**src/rtl/lbs_pkg.sv**
```systemverilog
// lbs_pkg: shared types and codes of the link bring-up sequencer
// state, action and register codes, configuration, item, context and result structs
// no dependencies
`default_nettype none

package lbs_pkg;

	localparam int unsigned CFG_INDEX_W = 3;
	localparam int unsigned CFG_DATA_W  = 32;
	localparam int unsigned S_TDATA_W   = 72;
	localparam int unsigned M_TDATA_W   = 16;

	typedef enum logic [CFG_INDEX_W-1:0] {
		REG_INITIAL_WAIT   = 3'd0,
		REG_RECONNECT_WAIT = 3'd1,
		REG_TIME_WAIT      = 3'd2,
		REG_BROKER_WAIT    = 3'd3,
		REG_MAX_FAILURES   = 3'd4,
		REG_ANNOUNCE_INTV  = 3'd5
	} lbs_reg_t;

	typedef enum logic [3:0] {
		ST_INIT         = 4'd0,
		ST_CONNECTING   = 4'd1,
		ST_LINK_UP      = 4'd2,
		ST_REQ_TIME     = 4'd3,
		ST_SETTING_TIME = 4'd4,
		ST_FIRMWARE     = 4'd5,
		ST_LINK_READY   = 4'd6,
		ST_BROKER_CONN  = 4'd7,
		ST_BROKER_WAIT  = 4'd8,
		ST_BROKER_UP    = 4'd9,
		ST_READY        = 4'd10,
		ST_DISCONNECTED = 4'd11
	} lbs_state_t;

	typedef enum logic [3:0] {
		ACT_NONE         = 4'd0,
		ACT_RESTART      = 4'd1,
		ACT_RECONNECT    = 4'd2,
		ACT_LINK_READY   = 4'd3,
		ACT_REQ_TIME     = 4'd4,
		ACT_FIRMWARE     = 4'd5,
		ACT_BROKER_BEGIN = 4'd6,
		ACT_BROKER_READY = 4'd7,
		ACT_SERVICE      = 4'd8
	} lbs_action_t;

	localparam logic [31:0] INITIAL_WAIT_RST   = 32'd10000000;
	localparam logic [31:0] RECONNECT_WAIT_RST = 32'd5000000;
	localparam logic [31:0] TIME_WAIT_RST      = 32'd10000000;
	localparam logic [31:0] BROKER_WAIT_RST    = 32'd2000000;
	localparam logic [7:0]  MAX_FAILURES_RST   = 8'd5;
	localparam logic [31:0] ANNOUNCE_INTV_RST  = 32'(3600 * 1000);

	typedef struct packed {
		logic [31:0] initial_wait_us;
		logic [31:0] reconnect_wait_us;
		logic [31:0] time_wait_us;
		logic [31:0] broker_wait_us;
		logic [7:0]  max_failures;
		logic [31:0] announce_interval_ms;
	} lbs_cfg_t;

	typedef struct packed {
		logic        command;
		logic [31:0] now_us;
		logic [31:0] now_ms;
		logic        link_connected;
		logic        link_needs_reinit;
		logic        broker_connected;
		logic        time_set;
	} lbs_item_t;

	typedef struct packed {
		lbs_state_t  st;
		logic        use_reconnect_wait;
		logic [7:0]  failure_count;
		logic [31:0] link_start_us;
		logic [31:0] time_request_us;
		logic [31:0] broker_start_us;
		logic [31:0] last_announce_ms;
	} lbs_ctx_t;

	typedef struct packed {
		logic [3:0]  link_state;
		lbs_action_t action;
		logic        publish_announcements;
	} lbs_result_t;

endpackage

`default_nettype wire

```
**src/rtl/lbs_cfg_regs.sv**
```systemverilog
// lbs_cfg_regs: configuration register file of the sequencer
// plain write port, no read-back; uses lbs_pkg
`default_nettype none

module lbs_cfg_regs (
	input  wire logic                           clk,
	input  wire logic                           arst_n,
	input  wire logic                           cfg_we,
	input  wire logic [lbs_pkg::CFG_INDEX_W-1:0] cfg_index,
	input  wire logic [lbs_pkg::CFG_DATA_W-1:0]  cfg_wdata,
	output lbs_pkg::lbs_cfg_t                    cfg
);
	import lbs_pkg::*;

	lbs_cfg_t cfg_q;

	always_ff @(posedge clk or negedge arst_n) begin
		if (!arst_n) begin
			cfg_q.initial_wait_us      <= INITIAL_WAIT_RST;
			cfg_q.reconnect_wait_us    <= RECONNECT_WAIT_RST;
			cfg_q.time_wait_us         <= TIME_WAIT_RST;
			cfg_q.broker_wait_us       <= BROKER_WAIT_RST;
			cfg_q.max_failures         <= MAX_FAILURES_RST;
			cfg_q.announce_interval_ms <= ANNOUNCE_INTV_RST;
		end else if (cfg_we) begin
			case (lbs_reg_t'(cfg_index))
				REG_INITIAL_WAIT:   cfg_q.initial_wait_us      <= cfg_wdata;
				REG_RECONNECT_WAIT: cfg_q.reconnect_wait_us    <= cfg_wdata;
				REG_TIME_WAIT:      cfg_q.time_wait_us         <= cfg_wdata;
				REG_BROKER_WAIT:    cfg_q.broker_wait_us       <= cfg_wdata;
				REG_MAX_FAILURES:   cfg_q.max_failures         <= cfg_wdata[7:0];
				REG_ANNOUNCE_INTV:  cfg_q.announce_interval_ms <= cfg_wdata;
				default: begin
					// unmapped index, write dropped
				end
			endcase
		end
	end

	assign cfg = cfg_q;

endmodule

`default_nettype wire

```
**src/rtl/lbs_step.sv**
```systemverilog
// lbs_step: next-state and action logic for one poll item
// purely combinational; uses lbs_pkg
`default_nettype none

module lbs_step (
	input  wire lbs_pkg::lbs_cfg_t    cfg,
	input  wire lbs_pkg::lbs_item_t   item,
	input  wire lbs_pkg::lbs_ctx_t    ctx,
	output lbs_pkg::lbs_ctx_t         ctx_nxt,
	output lbs_pkg::lbs_result_t      res
);
	import lbs_pkg::*;

	logic [31:0] link_elapsed;
	logic [31:0] time_elapsed;
	logic [31:0] broker_elapsed;
	logic [31:0] announce_elapsed;
	logic [31:0] link_limit;
	logic [8:0]  fail_inc;
	logic        publish;
	lbs_action_t action;

	assign link_elapsed     = item.now_us - ctx.link_start_us;
	assign time_elapsed     = item.now_us - ctx.time_request_us;
	assign broker_elapsed   = item.now_us - ctx.broker_start_us;
	assign announce_elapsed = item.now_ms - ctx.last_announce_ms;
	assign link_limit       = ctx.use_reconnect_wait ? cfg.reconnect_wait_us
	                                                 : cfg.initial_wait_us;
	// one bit wider so a limit of 255 still trips
	assign fail_inc         = {1'b0, ctx.failure_count} + 9'd1;

	always_comb begin
		ctx_nxt = ctx;
		action  = ACT_NONE;
		publish = 1'b0;
		if (item.command) begin
			ctx_nxt.st                 = ST_INIT;
			ctx_nxt.use_reconnect_wait = 1'b0;
			ctx_nxt.failure_count      = '0;
		end else begin
			case (ctx.st)
				ST_CONNECTING: begin
					if (item.link_connected) begin
						ctx_nxt.st            = ST_LINK_UP;
						ctx_nxt.failure_count = '0;
						action                = ACT_LINK_READY;
					end else if (link_elapsed > link_limit) begin
						if (fail_inc > {1'b0, cfg.max_failures}) begin
							ctx_nxt.st            = ST_INIT;
							ctx_nxt.failure_count = '0;
						end else begin
							ctx_nxt.st            = ST_DISCONNECTED;
							ctx_nxt.failure_count = fail_inc[7:0];
						end
					end
				end
				ST_LINK_UP: begin
					if (item.link_needs_reinit) begin
						ctx_nxt.st = ST_INIT;
					end else if (!item.link_connected) begin
						ctx_nxt.st = ST_DISCONNECTED;
					end else begin
						ctx_nxt.st            = ST_REQ_TIME;
						ctx_nxt.failure_count = '0;
					end
				end
				ST_REQ_TIME: begin
					if (item.time_set) begin
						ctx_nxt.st = ST_FIRMWARE;
					end else begin
						ctx_nxt.st              = ST_SETTING_TIME;
						ctx_nxt.time_request_us = item.now_us;
						action                  = ACT_REQ_TIME;
					end
				end
				ST_SETTING_TIME: begin
					if (!item.link_connected) begin
						ctx_nxt.st = ST_DISCONNECTED;
					end else if (item.time_set) begin
						ctx_nxt.st = ST_FIRMWARE;
					end else if (time_elapsed > cfg.time_wait_us) begin
						ctx_nxt.st = ST_LINK_UP;
					end
				end
				ST_FIRMWARE: begin
					ctx_nxt.st = ST_LINK_READY;
					action     = ACT_FIRMWARE;
				end
				ST_LINK_READY: begin
					if (item.link_connected) begin
						ctx_nxt.st              = ST_BROKER_CONN;
						ctx_nxt.broker_start_us = item.now_us;
						action                  = ACT_BROKER_BEGIN;
					end else begin
						ctx_nxt.st = ST_DISCONNECTED;
					end
				end
				ST_BROKER_CONN: begin
					ctx_nxt.st = item.broker_connected ? ST_BROKER_UP : ST_BROKER_WAIT;
				end
				ST_BROKER_WAIT: begin
					if (broker_elapsed >= cfg.broker_wait_us) begin
						ctx_nxt.st = ST_LINK_READY;
					end
				end
				ST_BROKER_UP: begin
					if (!item.broker_connected) begin
						ctx_nxt.st = ST_LINK_READY;
					end else begin
						// a zero stamp reads as never announced
						if ((ctx.last_announce_ms == 32'd0) ||
						    (announce_elapsed > cfg.announce_interval_ms)) begin
							publish                  = 1'b1;
							ctx_nxt.last_announce_ms = item.now_ms;
						end
						ctx_nxt.st = ST_READY;
						action     = ACT_BROKER_READY;
					end
				end
				ST_READY: begin
					if (!item.link_connected) begin
						ctx_nxt.st = ST_DISCONNECTED;
					end else if (!item.broker_connected) begin
						ctx_nxt.st = ST_LINK_READY;
					end else begin
						action = ACT_SERVICE;
					end
				end
				ST_DISCONNECTED: begin
					// link start stamp deliberately kept from the last restart
					ctx_nxt.st                 = ST_CONNECTING;
					ctx_nxt.use_reconnect_wait = 1'b1;
					action                     = ACT_RECONNECT;
				end
				default: begin
					// init and unused codes: full restart
					ctx_nxt.st                 = ST_CONNECTING;
					ctx_nxt.use_reconnect_wait = 1'b0;
					ctx_nxt.link_start_us      = item.now_us;
					action                     = ACT_RESTART;
				end
			endcase
		end
	end

	assign res.link_state            = 4'(ctx_nxt.st);
	assign res.action                = action;
	assign res.publish_announcements = publish;

endmodule

`default_nettype wire

```
**src/rtl/link_bringup_sequencer_top.sv**
```systemverilog
// link_bringup_sequencer_top: top level of the link bring-up sequencer
// a poll transfer passes the input register, then the result register,
// before its result transfer goes out; an output stall holds both
// one poll per cycle while the output is not stalled; the state loop closes
// through lbs_step; reset clears state to init, configuration to defaults
// depends on lbs_pkg, lbs_cfg_regs, lbs_step
`default_nettype none

module link_bringup_sequencer_top (
	input  wire logic                            clk,
	input  wire logic                            arst_n,
	// configuration write port
	input  wire logic                            cfg_we,
	input  wire logic [lbs_pkg::CFG_INDEX_W-1:0] cfg_index,
	input  wire logic [lbs_pkg::CFG_DATA_W-1:0]  cfg_wdata,
	// poll item stream
	input  wire logic                            s_tvalid,
	output      logic                            s_tready,
	// s_tdata from bit 0: now_us[31:0], now_ms[63:32], link_connected[64],
	// link_needs_reinit[65], broker_connected[66], time_set[67], zero pad
	input  wire logic [lbs_pkg::S_TDATA_W-1:0]   s_tdata,
	// s_tuser: command[0]
	input  wire logic                            s_tuser,
	// result stream
	output      logic                            m_tvalid,
	input  wire logic                            m_tready,
	// m_tdata from bit 0: link_state[3:0], action[7:4],
	// publish_announcements[8], zero pad
	output      logic [lbs_pkg::M_TDATA_W-1:0]   m_tdata
);
	import lbs_pkg::*;

	lbs_cfg_t    cfg;
	lbs_item_t   item_in;
	lbs_item_t   item_s1;
	logic        valid_s1;
	lbs_ctx_t    ctx_q;
	lbs_ctx_t    ctx_nxt;
	lbs_result_t res_nxt;
	lbs_result_t res_s2;
	logic        valid_s2;
	logic        out_free;
	logic        step_fire;
	logic        in_xfer;

	lbs_cfg_regs u_cfg (
		.clk       (clk),
		.arst_n    (arst_n),
		.cfg_we    (cfg_we),
		.cfg_index (cfg_index),
		.cfg_wdata (cfg_wdata),
		.cfg       (cfg)
	);

	// unpack the incoming transfer
	always_comb begin
		item_in.command           = s_tuser;
		item_in.now_us            = s_tdata[31:0];
		item_in.now_ms            = s_tdata[63:32];
		item_in.link_connected    = s_tdata[64];
		item_in.link_needs_reinit = s_tdata[65];
		item_in.broker_connected  = s_tdata[66];
		item_in.time_set          = s_tdata[67];
	end

	// the result register can take a new result when empty or being drained
	assign out_free  = !valid_s2 || m_tready;
	// the registered item is stepped when its result has a place to go
	assign step_fire = valid_s1 && out_free;
	// input register refills as soon as its item moves on
	assign s_tready  = !valid_s1 || out_free;
	assign in_xfer   = s_tvalid && s_tready;

	// input register
	always_ff @(posedge clk or negedge arst_n) begin
		if (!arst_n) begin
			valid_s1 <= 1'b0;
		end else if (s_tready) begin
			valid_s1 <= s_tvalid;
		end
	end

	always_ff @(posedge clk) begin
		if (in_xfer) begin
			item_s1 <= item_in;
		end
	end

	lbs_step u_step (
		.cfg     (cfg),
		.item    (item_s1),
		.ctx     (ctx_q),
		.ctx_nxt (ctx_nxt),
		.res     (res_nxt)
	);

	// sequencer context: advances once per stepped item
	always_ff @(posedge clk or negedge arst_n) begin
		if (!arst_n) begin
			ctx_q.st                 <= ST_INIT;
			ctx_q.use_reconnect_wait <= 1'b0;
			ctx_q.failure_count      <= '0;
			ctx_q.link_start_us      <= '0;
			ctx_q.time_request_us    <= '0;
			ctx_q.broker_start_us    <= '0;
			ctx_q.last_announce_ms   <= '0;
		end else if (step_fire) begin
			ctx_q <= ctx_nxt;
		end
	end

	// result register
	always_ff @(posedge clk or negedge arst_n) begin
		if (!arst_n) begin
			valid_s2 <= 1'b0;
		end else if (out_free) begin
			valid_s2 <= valid_s1;
		end
	end

	always_ff @(posedge clk) begin
		if (step_fire) begin
			res_s2 <= res_nxt;
		end
	end

	assign m_tvalid = valid_s2;
	assign m_tdata  = {7'd0, res_s2.publish_announcements, 4'(res_s2.action),
	                   res_s2.link_state};

	// begin command always lands in init with no action and no burst
	a_begin_result: assert property (@(posedge clk) disable iff (!arst_n)
		step_fire && item_s1.command |=>
			(res_s2.link_state == 4'(ST_INIT)) && (res_s2.action == ACT_NONE) &&
			!res_s2.publish_announcements)
		else $error("begin command did not yield init result");

	// an announcement burst only comes with the broker-ready step
	a_publish_action: assert property (@(posedge clk) disable iff (!arst_n)
		m_tvalid && res_s2.publish_announcements |->
			(res_s2.action == ACT_BROKER_READY) &&
			(res_s2.link_state == 4'(ST_READY)))
		else $error("announcement burst outside broker-ready step");

	// context holds while no item is stepped
	a_ctx_hold: assert property (@(posedge clk) disable iff (!arst_n)
		!step_fire |=> $stable(ctx_q))
		else $error("sequencer context changed without a stepped item");

	// a held item stays registered until its result can be stored
	a_item_hold: assert property (@(posedge clk) disable iff (!arst_n)
		valid_s1 && !out_free |=> valid_s1 && $stable(item_s1))
		else $error("registered item lost while result side stalled");

endmodule

`default_nettype wire

```
**config.mk**
```make
export PLATFORM = sky130hd
export DESIGN_NAME = link_bringup_sequencer_top
export DESIGN_NICKNAME = d
export VERILOG_FILES = /design/src/rtl/lbs_pkg.sv /design/src/rtl/lbs_cfg_regs.sv /design/src/rtl/lbs_step.sv /design/src/rtl/link_bringup_sequencer_top.sv
export SDC_FILE = /design/constraint.sdc
export NUM_CORES = 1
export LEC_CHECK = 0
export ABC_AREA = 0
export ABC_CLOCK_PERIOD_IN_PS = 13400
export BUFFER_PORTS_ARGS = -buffer_cell sky130_fd_sc_hd__clkbuf_2
export CORE_MARGIN = 5
export CORE_UTILIZATION = 45
export DETAILED_ROUTE_END_ITERATION = 7
export PLACE_DENSITY = 0.67
export SKIP_LAST_GASP = 1
export SLEW_MARGIN = 25
export SYNTH_ARGS = -nofsm -noshare
export SYNTH_HDL_FRONTEND = slang
export SYNTH_SLANG_ARGS = --single-unit
```
**constraint.sdc**
```tcl
create_clock -name clk -period 13.4 [get_ports clk]
set_input_delay 3.35 -clock clk [delete_from_list [all_inputs] [get_ports clk]]
set_output_delay 3.35 -clock clk [all_outputs]
set_load 0.005 [all_outputs]
```
==> results.sh, run 1 <==
export IMPL_path_clk_slew_ns=0.06
export IMPL_synth_top_cell_by_area="dfrtp_1"
export IMPL_netlist_area_um2=24500
export IMPL_syn2layout_area_growth_pct=12.7
export IMPL_p_per_area_nw_per_um2=197
export IMPL_die_x_um=243
export IMPL_post_route_util_pct=51.2
export IMPL_dp_slack_ns=6.30
export IMPL_finalMaxSlewViolations=0
export IMPL_routedWlPerCell_um=17.5
export IMPL_routabilityCongestion=0.920
export IMPL_grt_ovfl_total=0
export IMPL_critPathTopFamily="buffers and inverters"
export IMPL_fin_worst_skew_ns=0.0207
export IMPL_nets=2886
export IMPL_ctsHoldBuffers=0
export IMPL_combPwrFrac_pct=44.3
export IMPL_yosysSeqAreaShare_pct=41.5
export IMPL_startpoint_type="primary input"
export IMPL_multi_input_area_um2=13100
export IMPL_crit_cells=3
export IMPL_totalPowerFinal_uw=5440
export IMPL_finalSetupViolations=0
export IMPL_synth_edf_count=78
export IMPL_status="finished, final reports clean"
export IMPL_grt_pass1_vias=18300
export IMPL_swShare_pct=36.9
export IMPL_tns_ns=0
export IMPL_routed_wl_um=56800
export IMPL_rrSetupSlack_ns=7.01
export IMPL_track_usage_pct=19.0
export IMPL_fin_ws_ns=6.29
export IMPL_synth_flop_cell="dfrtp_1"
export IMPL_cts_repair_resized=0
export IMPL_drt_drc_violations_left=0
export IMPL_cts_sinks=389
export IMPL_antenna_found_initial=4
export IMPL_cts_buffers=46
export IMPL_die_y_um=243
export IMPL_hold_viol=0
export IMPL_grt_setup_unrepaired="false"
export IMPL_r2r_start="item_s1[5]"
export IMPL_yosysUniqueCellTypes=84
export IMPL_fillers=4681
export IMPL_synth_area_leaders="dfrtp_1 (27%), ha_1 (13%), edfxtp_1 (9.6%)"
export IMPL_power_frac_seq_pct=30.1
export IMPL_start_util_pct=45.5
export IMPL_grt_max_degree=95
export IMPL_cpMaxStageDelayCell="nand3b_1"
export IMPL_synth_top_area_share_pct=27.3
export IMPL_port_buffers=119
export IMPL_post_cts_setup_buffer_count=0
export IMPL_p_sw_uw=2010
export IMPL_clkLatencyLatePin_ns=0.59
export IMPL_num_rows=85
export IMPL_r2r_end="ctx_q[5]"
export IMPL_synth_cells=2381
export IMPL_crit_chain="clkbuf_2 -> nand3b_1 -> clkbuf_2"
export IMPL_viasPerCell=5.47
export IMPL_p_leak_uw=0.0125
export IMPL_worstPathArrival_ns=3.76
export IMPL_route_vias_total=17750
export IMPL_internal_power_uw=3430
export IMPL_min_period_ns=7.11
export IMPL_synth_warnings=0
export IMPL_drv_cap=0
export IMPL_root_buffer="clkbuf_16"
export IMPL_hpwl_um=42600
export IMPL_worst_pin_slew_ns=0.946
export IMPL_die_area_um2=59300
export IMPL_max_freq_mhz=141
export IMPL_core_um2=53900
export IMPL_ys_seq_elements=389
export IMPL_drive_gt1_share_pct=18.7
export IMPL_path_common_cell="clkbuf_2"
export IMPL_cp_end_kind="output pin"
export IMPL_clk_path_buf_depth=3
export IMPL_r2r_cells=20
export IMPL_seq_area_um2=10200
export IMPL_cts_tree="yes"
export IMPL_slew_headroom_pct=35.3
export IMPL_first_iter_violations=1028
export IMPL_power_frac_clock_pct=25.6
export IMPL_htree_levels=2
export IMPL_path_class="primary input to output pin"
export IMPL_grt_pass1_wl_um=92700
export IMPL_drtPass1Iterations=5
export IMPL_required_ns=10.05
export IMPL_ir_drop_mv=0.143
export IMPL_min_from="ctx_q[64]"
export IMPL_ios=131
export IMPL_cp_num_buf_inv=2
export IMPL_critPathMaxStageDelay_ns=0.19
export IMPL_startpoint="m_tready"
export IMPL_syn_avg_cell_area_um2=10.3
export IMPL_cp_endpoint="s_tready"
export IMPL_cp_max_fo=3
export IMPL_ys_async_sr_fraction_pct=79.9
export IMPL_min_path_type="flop to flop"
export IMPL_ant_nets=0
export IMPL_min_period_over_period_pct=53.0
## stage by stage
step / hold slack (ns) / cells / instance area, µm²
floorplan: 0.454 / 2387 / 24500
global placement: 0.468 / 3155 / 25900
detailed placement: 0.481 / 3155 / 25900
CTS: 0.495 / 3241 / 27600
global route: 0.515 / 3244 / 27600
finish: 0.492 / 3244 / 27600
## worst min-delay path: stages, from the launching register on
cell,delay (ns)
dfrtp_1,0.34
nand2_1,0.04
o21ai_0,0.07
## worst min path at each step
stage,end,slack [ns],cells past startpoint
after global routing,ctx_q[87],0.52,1
after CTS,ctx_q[64],0.49,2
final,ctx_q[64],0.49,2
after detailed placement,ctx_q[64],0.48,2
after global placement,ctx_q[32],0.47,2
after floorplan,ctx_q[32],0.45,2
## cell usage after synthesis, drive strengths merged (4+ instances only)
master,number
mux2,232
xnor2,75
nand3,28
o31ai,10
nand4,43
o21ai,158
a31o,4
inv,259
and3,11
o31a,6
o22ai,6
a211oi,10
dfrtp,267
nor2,98
or3,9
nor3,24
nand2b,27
nor3b,4
fa,4
and2,5
dfstp,44
o21bai,17
a31oi,17
edfxtp,78
nor2b,25
xor2,40
ha,261
a2bb2oi,4
buf,16
o211ai,13
nand2,161
nor4,15
a21oi,136
a21o,97
a2111oi,5
mux2i,33
o21a,31
clkbuf,44
o2111ai,4
## metal layers
layer,GRT usage [%],wire [µm]
met1,25.6,26300
met2,31.1,25600
met3,2.63,2630
met4,7.83,2160
met5,0,0
## cell families after synthesis
group           synth area share [%]
compound gates                  14.5
xor+xnor                        4.11
fa+ha+maj                       13.6
buf+inv                         5.07
flops                           41.5
mux                             12.0
other cells                   0.0153
simple gates                    9.15
## flip-flops by register name (all words and copies together) (netlist names)
name,flops
ctx_q,141
item_s1,69
u_cfg.cfg,168
m_tvalid,1
m_tdata,9
valid_s1,1
## placed cells by master (no fill, tap or decap), types with 6 or more instances in the layout
cell	instances
dfrtp_1	266
ha_1	261
inv_1	258
mux2_2	200
nand2_1	161
o21ai_0	145
a21oi_1	136
clkbuf_2	118
nor2_1	98
a21o_1	97
edfxtp_1	78
xnor2_1	75
clkbuf_16	51
dfstp_2	44
nand4_1	43
xor2_1	40
mux2i_1	33
mux2_1	32
o21a_1	30
nand3_1	28
nand2b_1	27
nor2b_1	25
nor3_1	22
o21bai_1	17
a31oi_1	16
nor4_1	15
o211ai_1	13
o21ai_1	12
and3_1	11
buf_4	11
o31ai_1	10
or3_1	9
a211oi_1	8
conb_1	7
bufinv_16	7
o31a_1	6
o22ai_1	6
clkbuf_8	6
## power groups by stage
stage               Clock [µW]  Combinational (µW)  Sequential [µW]
global route              1480                2730             1670
CTS                       1430                2410             1640
detailed placement           0                2390             1660
finish                    1390                2410             1640
global placement             0                2300             1650
floorplan                    0                1850             1600
## final cells by class
cell class              count  share of cell area (%)
well taps                 696                    3.15
clock inverters            24                    1.21
clock buffers              62                    4.99
diodes                      2                  0.0181
multi-input cells        1678                    47.6
flip-flops and latches    389                    36.9
repair buffers            133                    2.64
inverters                 260                    3.53
(Power assumes the default switching activity.)
==> run 2: changes to the inputs <==
--- a/config.mk
+++ b/config.mk
@@ -5,13 +5,13 @@
 export SDC_FILE = /design/constraint.sdc
 export NUM_CORES = 1
 export LEC_CHECK = 0
-export ABC_AREA = 0
-export ABC_CLOCK_PERIOD_IN_PS = 13400
+export ABC_AREA = 1
+export ABC_CLOCK_PERIOD_IN_PS = 6400
 export BUFFER_PORTS_ARGS = -buffer_cell sky130_fd_sc_hd__clkbuf_2
 export CORE_MARGIN = 5
 export CORE_UTILIZATION = 45
 export DETAILED_ROUTE_END_ITERATION = 7
-export PLACE_DENSITY = 0.67
+export PLACE_DENSITY = 0.69
 export SKIP_LAST_GASP = 1
 export SLEW_MARGIN = 25
 export SYNTH_ARGS = -nofsm -noshare
==> constraint.sdc (replaced) <==
create_clock -name clk -period 6.4 [get_ports clk]
set_input_delay 1.6 -clock clk [delete_from_list [all_inputs] [get_ports clk]]
set_output_delay 1.6 -clock clk [all_outputs]
set_load 0.005 [all_outputs]
==> results.sh, run 2 <==
export IMPL_status="finished, final reports clean"
export IMPL_min_from="ctx_q[90]"
export IMPL_max_freq_mhz=202
export IMPL_yosysMostFrequentCell="nand2_1"
export IMPL_drt_drc_violations_left=0
export IMPL_num_rows=86
export IMPL_syn2layout_area_growth_pct=11.8
export IMPL_min_to="ctx_q[90]"
export IMPL_syn_avg_cell_area_um2=8.20
export IMPL_finalSetupViolations=0
export IMPL_first_iter_violations=1657
export IMPL_wl_met2_um=29700
export IMPL_worst_pin_slew_ns=0.958
export IMPL_dp_slack_ns=1.58
export IMPL_post_cts_setup_buffer_count=0
export IMPL_wl_met1_um=27900
export IMPL_r2r_start="item_s1[36]"
export IMPL_rrSetupSlack_ns=1.45
export IMPL_ys_async_sr_fraction_pct=79.9
export IMPL_synth_top_cell_by_area="dfrtp_1"
export IMPL_finalMaxSlewViolations=0
export IMPL_drive_gt1_share_pct=9.82
export IMPL_viasPerCell=5.19
export IMPL_p_leak_uw=0.0131
export IMPL_path_class="flop to flop"
export IMPL_cts_buffers=46
export IMPL_r2r_cells=22
export IMPL_min_period_over_period_pct=77.3
export IMPL_synth_area_leaders="dfrtp_1 (27%), ha_1 (13%), nand2_1 (10%)"
export IMPL_final_cell_mix="nand2_1 (693), inv_1 (416), o21ai_0 (326)"
export IMPL_ios=131
export IMPL_wl_met3_um=3220
export IMPL_p_per_area_nw_per_um2=421
export IMPL_track_usage_pct=20.7
export IMPL_nets=3536
export IMPL_cp_max_fo=6
export IMPL_start_util_pct=45.4
export IMPL_die_y_um=246
export IMPL_htree_levels=2
export IMPL_cts_repair_resized=0
export IMPL_clkLatencyLatePin_ns=0.59
export IMPL_synth_edf_count=78
export IMPL_die_x_um=246
export IMPL_grt_pass1_vias=19573
export IMPL_min_period_ns=4.95
export IMPL_die_area_um2=60300
export IMPL_largest_reg_flops=168
export IMPL_slew_headroom_pct=35.9
export IMPL_routedWlPerCell_um=15.9
export IMPL_cts_sinks=389
export IMPL_startpoint_type="flop"
export IMPL_min_delay_path_depth=2
export IMPL_routabilityCongestion=0.948
export IMPL_synth_warnings=0
export IMPL_maxUsedRoutingLayer="met4"
export IMPL_fin_worst_skew_ns=0.0243
export IMPL_required_ns=6.73
export IMPL_hold_viol=0
export IMPL_cp_end_kind="flop"
export IMPL_yosysSeqAreaShare_pct=40.8
export IMPL_hpwl_um=47900
export IMPL_port_buffers=119
export IMPL_root_buffer="clkbuf_16"
export IMPL_synth_cells=3046
export IMPL_min_path_type="flop to flop"
export IMPL_ys_seq_elements=389
export IMPL_drv_cap=0
export IMPL_ir_drop_mv=0.229
export IMPL_path_clk_slew_ns=0.06
export IMPL_core_um2=55000
export IMPL_route_vias_total=20470
export IMPL_yosysUniqueCellTypes=63
export IMPL_ant_nets=0
export IMPL_grt_pass1_wl_um=102000
export IMPL_drtPass1Iterations=6
export IMPL_routed_wl_um=62700
export IMPL_cts_tree="yes"
export IMPL_netlist_area_um2=25000
export IMPL_r2r_end="m_tdata[3]"
export IMPL_grt_max_degree=113
export IMPL_synth_top_area_share_pct=26.8
export IMPL_ys_top_cells_by_count="nand2_1 (698), inv_1 (417), o21ai_0 (326)"
export IMPL_grt_ovfl_total=0
export IMPL_clk_path_buf_depth=3
export IMPL_antenna_found_initial=1
export IMPL_fin_ws_ns=1.45
export IMPL_worstPathArrival_ns=5.28
export IMPL_synth_flop_cell="dfrtp_1"
export IMPL_tns_ns=0
export IMPL_grt_setup_unrepaired="false"
export IMPL_ctsHoldBuffers=0
export IMPL_final_common_cell="nand2_1"
[run 2: routing by layer]
metal	vias up	track usage, %
met3	96	3.04
met2	536	34.8
li1	10333	-
met5	-	0
met4	0	6.30
met1	9505	27.7
[run 2: kinds of logic after synthesis]
logic type / share of synthesized area [%]
other: 0.0150
adders and majority gates: 13.4
and+or+nand+nor: 17.4
muxes: 1.29
DFF: 40.8
buffers and inverters: 7.82
AOI/OAI and AO/OA: 15.1
xor gates and xnor gates: 4.21
[run 2: through the flow]
stage	cell area [µm²]	power [µW]	std cells	hold slack, ns	util, %
floorplan	25000	7480	3052	0.448	-
global placement	26300	8870	3858	0.462	47.8
detailed placement	26300	8990	3858	0.470	47.8
CTS	27900	11800	3944	0.486	50.7
global route	27900	12800	3945	0.499	50.8
finish	27900	11800	3945	0.482	50.8
[run 2: worst max-delay path: stages (launching register included)]
cell	delay (ns)
edfxtp_1	0.37
inv_1	0.17
ha_1	0.18
inv_1	0.07
fa_1	0.40
nand3_1	0.11
nand2_1	0.15
a21boi_0	0.30
inv_1	0.14
nand3_1	0.10
nand3_1	0.24
a31oi_1	0.27
xor2_1	0.13
ha_1	0.29
nand2_1	0.06
nor2_1	0.14
nand2_1	0.13
nor4_1	0.67
nand4_1	0.17
nand3_1	0.28
nor2_1	0.07
nor2_1	0.18
a21oi_1	0.11
[run 2: layout make-up]
type	instances	area [µm²]
Clock inverter	23	254
Sequential cell	389	10200
Clock buffer	63	1340
Fill cell	5338	27100
Antenna cell	1	2.50
Multi-Input combinational cell	2165	12900
Tap cell	748	936
Inverter	427	1600
Timing Repair Buffer	129	706
[run 2: worst max-delay path by stage]
stage	startpoint	end	slack (ns)
after detailed placement	item_s1[38]	m_tdata[3]	1.58
after global placement	item_s1[38]	m_tdata[3]	1.67
after floorplan	m_tready	item_s1[0]	2.81
final	item_s1[36]	m_tdata[3]	1.45
after global routing	item_s1[36]	m_tdata[3]	1.18
after CTS	item_s1[38]	m_tdata[3]	1.59
[run 2: power breakdown]
part / internal [µW] / switching, µW
sequential: 3090 / 317
clock: 1640 / 1100
combinational: 2060 / 3550
total: 6780 / 4970
==> run 3: changes to the inputs <==
--- a/config.mk
+++ b/config.mk
@@ -6,7 +6,7 @@
 export NUM_CORES = 1
 export LEC_CHECK = 0
 export ABC_AREA = 1
-export ABC_CLOCK_PERIOD_IN_PS = 6400
+export ABC_CLOCK_PERIOD_IN_PS = 4200
 export BUFFER_PORTS_ARGS = -buffer_cell sky130_fd_sc_hd__clkbuf_2
 export CORE_MARGIN = 5
 export CORE_UTILIZATION = 45
==> constraint.sdc (replaced) <==
create_clock -name clk -period 4.2 [get_ports clk]
set_input_delay 1.05 -clock clk [delete_from_list [all_inputs] [get_ports clk]]
set_output_delay 1.05 -clock clk [all_outputs]
set_load 0.005 [all_outputs]
==> results.sh, run 3 (synthesis gave the netlist of run 2 again) <==
export IMPL_status="complete, but fails checks"
export IMPL_violations="setup timing"
export IMPL_path_class="flop to flop"
export IMPL_routabilityCongestion=0.929
export IMPL_worstPathArrival_ns=4.57
export IMPL_min_period_ns=4.22
export IMPL_antenna_found_initial=0
export IMPL_track_usage_pct=21.3
export IMPL_final_cell_mix="nand2_1 (630), inv_1 (409), o21ai_0 (311)"
export IMPL_viasPerCell=5.18
export IMPL_cpMaxStageDelayCell="edfxtp_1"
export IMPL_path_clk_slew_ns=0.06
export IMPL_die_x_um=246
export IMPL_clkLatencyLatePin_ns=0.59
export IMPL_p_per_area_nw_per_um2=658
export IMPL_min_path_type="primary input to async pin"
export IMPL_power_frac_clock_pct=19.4
export IMPL_power_frac_seq_pct=25.0
export IMPL_largest_reg_flops=168
export IMPL_fillers=4902
export IMPL_cp_max_fo=5
export IMPL_clk_path_buf_depth=3
export IMPL_routed_wl_um=68900
export IMPL_htree_levels=2
export IMPL_num_antenna_cells=0
export IMPL_hold_viol=0
export IMPL_grt_pass1_wl_um=105000
export IMPL_drive_gt1_share_pct=24.0
export IMPL_dpl_instance_area_um2=27800
export IMPL_routedWlPerCell_um=16.4
export IMPL_finalMaxSlewViolations=0
export IMPL_die_area_um2=60300
export IMPL_startpoint_type="flop"
export IMPL_syn2layout_area_growth_pct=26.9
export IMPL_drt_drc_violations_left=0
export IMPL_tns_ns=-0.0211
export IMPL_drtPass1Iterations=6
export IMPL_r2r_start="item_s1[37]"
export IMPL_worst_pin_slew_ns=0.935
export IMPL_combPwrFrac_pct=55.6
export IMPL_swShare_pct=41.9
export IMPL_cts_tree="yes"
export IMPL_internal_power_uw=12100
export IMPL_final_common_cell="nand2_1"
export IMPL_core_um2=55000
export IMPL_die_y_um=246
export IMPL_start_util_pct=45.4
export IMPL_fin_worst_skew_ns=0.0231
export IMPL_p_sw_uw=8730
export IMPL_grt_ovfl_total=0
export IMPL_cts_sinks=389
export IMPL_critPathMaxStageDelay_ns=0.54
export IMPL_hpwl_um=50300
export IMPL_first_iter_violations=1673
export IMPL_fin_ws_ns=-0.0211
export IMPL_cts_buffers=45
export IMPL_nets=3783
export IMPL_port_buffers=119
export IMPL_grt_setup_unrepaired="true"
export IMPL_min_period_over_period_pct=101
export IMPL_grt_pass1_vias=20087
export IMPL_ios=131
export IMPL_required_ns=4.55
export IMPL_p_leak_uw=0.0146
export IMPL_route_vias_total=21713
export IMPL_drv_cap=0
export IMPL_dp_cells=4049
export IMPL_ir_drop_mv=0.431
export IMPL_rrSetupSlack_ns=-0.02
export IMPL_ant_nets=0
export IMPL_grt_max_degree=91
export IMPL_num_rows=86
export IMPL_startpoint="item_s1[37]"
export IMPL_root_buffer="clkbuf_16"
export IMPL_max_freq_mhz=237
export IMPL_finalSetupViolations=1
export IMPL_slew_headroom_pct=37.5
export IMPL_design_area_um2=31700
export IMPL_final_cells=4189
export IMPL_cp_end_kind="flop"
export IMPL_ctsHoldBuffers=0
[run 3: changes by cell type in the layout (fill, tap and decap cells not counted), sizes merged]
cell	delta
clkinvlp	+1
buf	+245
bufinv	-1
clkinv	-3
nand2	+2
inv	+1
diode	-1
[run 3: cell type report]
class	count	area (µm²)	share of cell area [%]
timing repair buffer	375	2710	8.56
multi-input combinational	2167	14700	46.4
tap	748	936	2.95
sequential	389	10200	32.1
inverter	427	1600	5.06
clock buffer	62	1300	4.11
clock inverter	21	230	0.727
[run 3: stage by stage]
step | utilization (%) | hold slack [ns] | worst slack [ns] | power [µW]
floorplan | - | 0.448 | 0.643 | 11400
global placement | 50.5 | 0.465 | -0.0876 | 14500
detailed placement | 50.5 | 0.472 | -0.116 | 14700
CTS | 53.7 | 0.481 | -0.00392 | 19000
global route | 57.6 | 0.497 | -0.228 | 22500
finish | 57.6 | 0.476 | -0.0211 | 20900
[run 3: repair_timing]
item                                    CTS  global route
resized for setup                        26           339
endpoints found under the setup margin   14            49
cloned                                    0             5
pin swaps                                 2           127
setup buffers                             3            51
[run 3: worst paths after layout]
path	depth (start not counted)	to
min reg2reg	2	u_cfg.cfg[30]
max reg2reg	25	m_tdata[1]
min in group clk	2	u_cfg.cfg[30]
max	25	m_tdata[1]
min	1	ctx_q[37]
max in group asynchronous	2	u_cfg.cfg[95]
[run 3: worst max-delay path: cells and delay by family, from the launching register on]
kind                       cells  cell delay, ns
and+or+nand+nor               13            1.45
DFF                            1            0.54
adders and majority gates      2            0.56
AOI/OAI and AO/OA              5            0.79
buffers and inverters          4            0.51
xor gates and xnor gates       1            0.12
[run 3: layer usage]
metal	vias to the layer above	global-route usage (%)	share of wire, %
met3	102	2.41	4.5
met4	0	5.92	2.4
met1	10243	28.9	44
met5	-	0	0
met2	524	36.4	49
li1	10844	-	-
[run 3: power groups by stage]
stage | registers, µW | logic [µW] | clock network (µW)
3_3_place_gp | 5230 | 9250 | 0
4_1_cts | 5190 | 9620 | 4150
3_5_place_dp | 5250 | 9430 | 0
2_1_floorplan | 5100 | 6300 | 0
6_report | 5200 | 11600 | 4050
5_1_grt | 5300 | 12900 | 4320
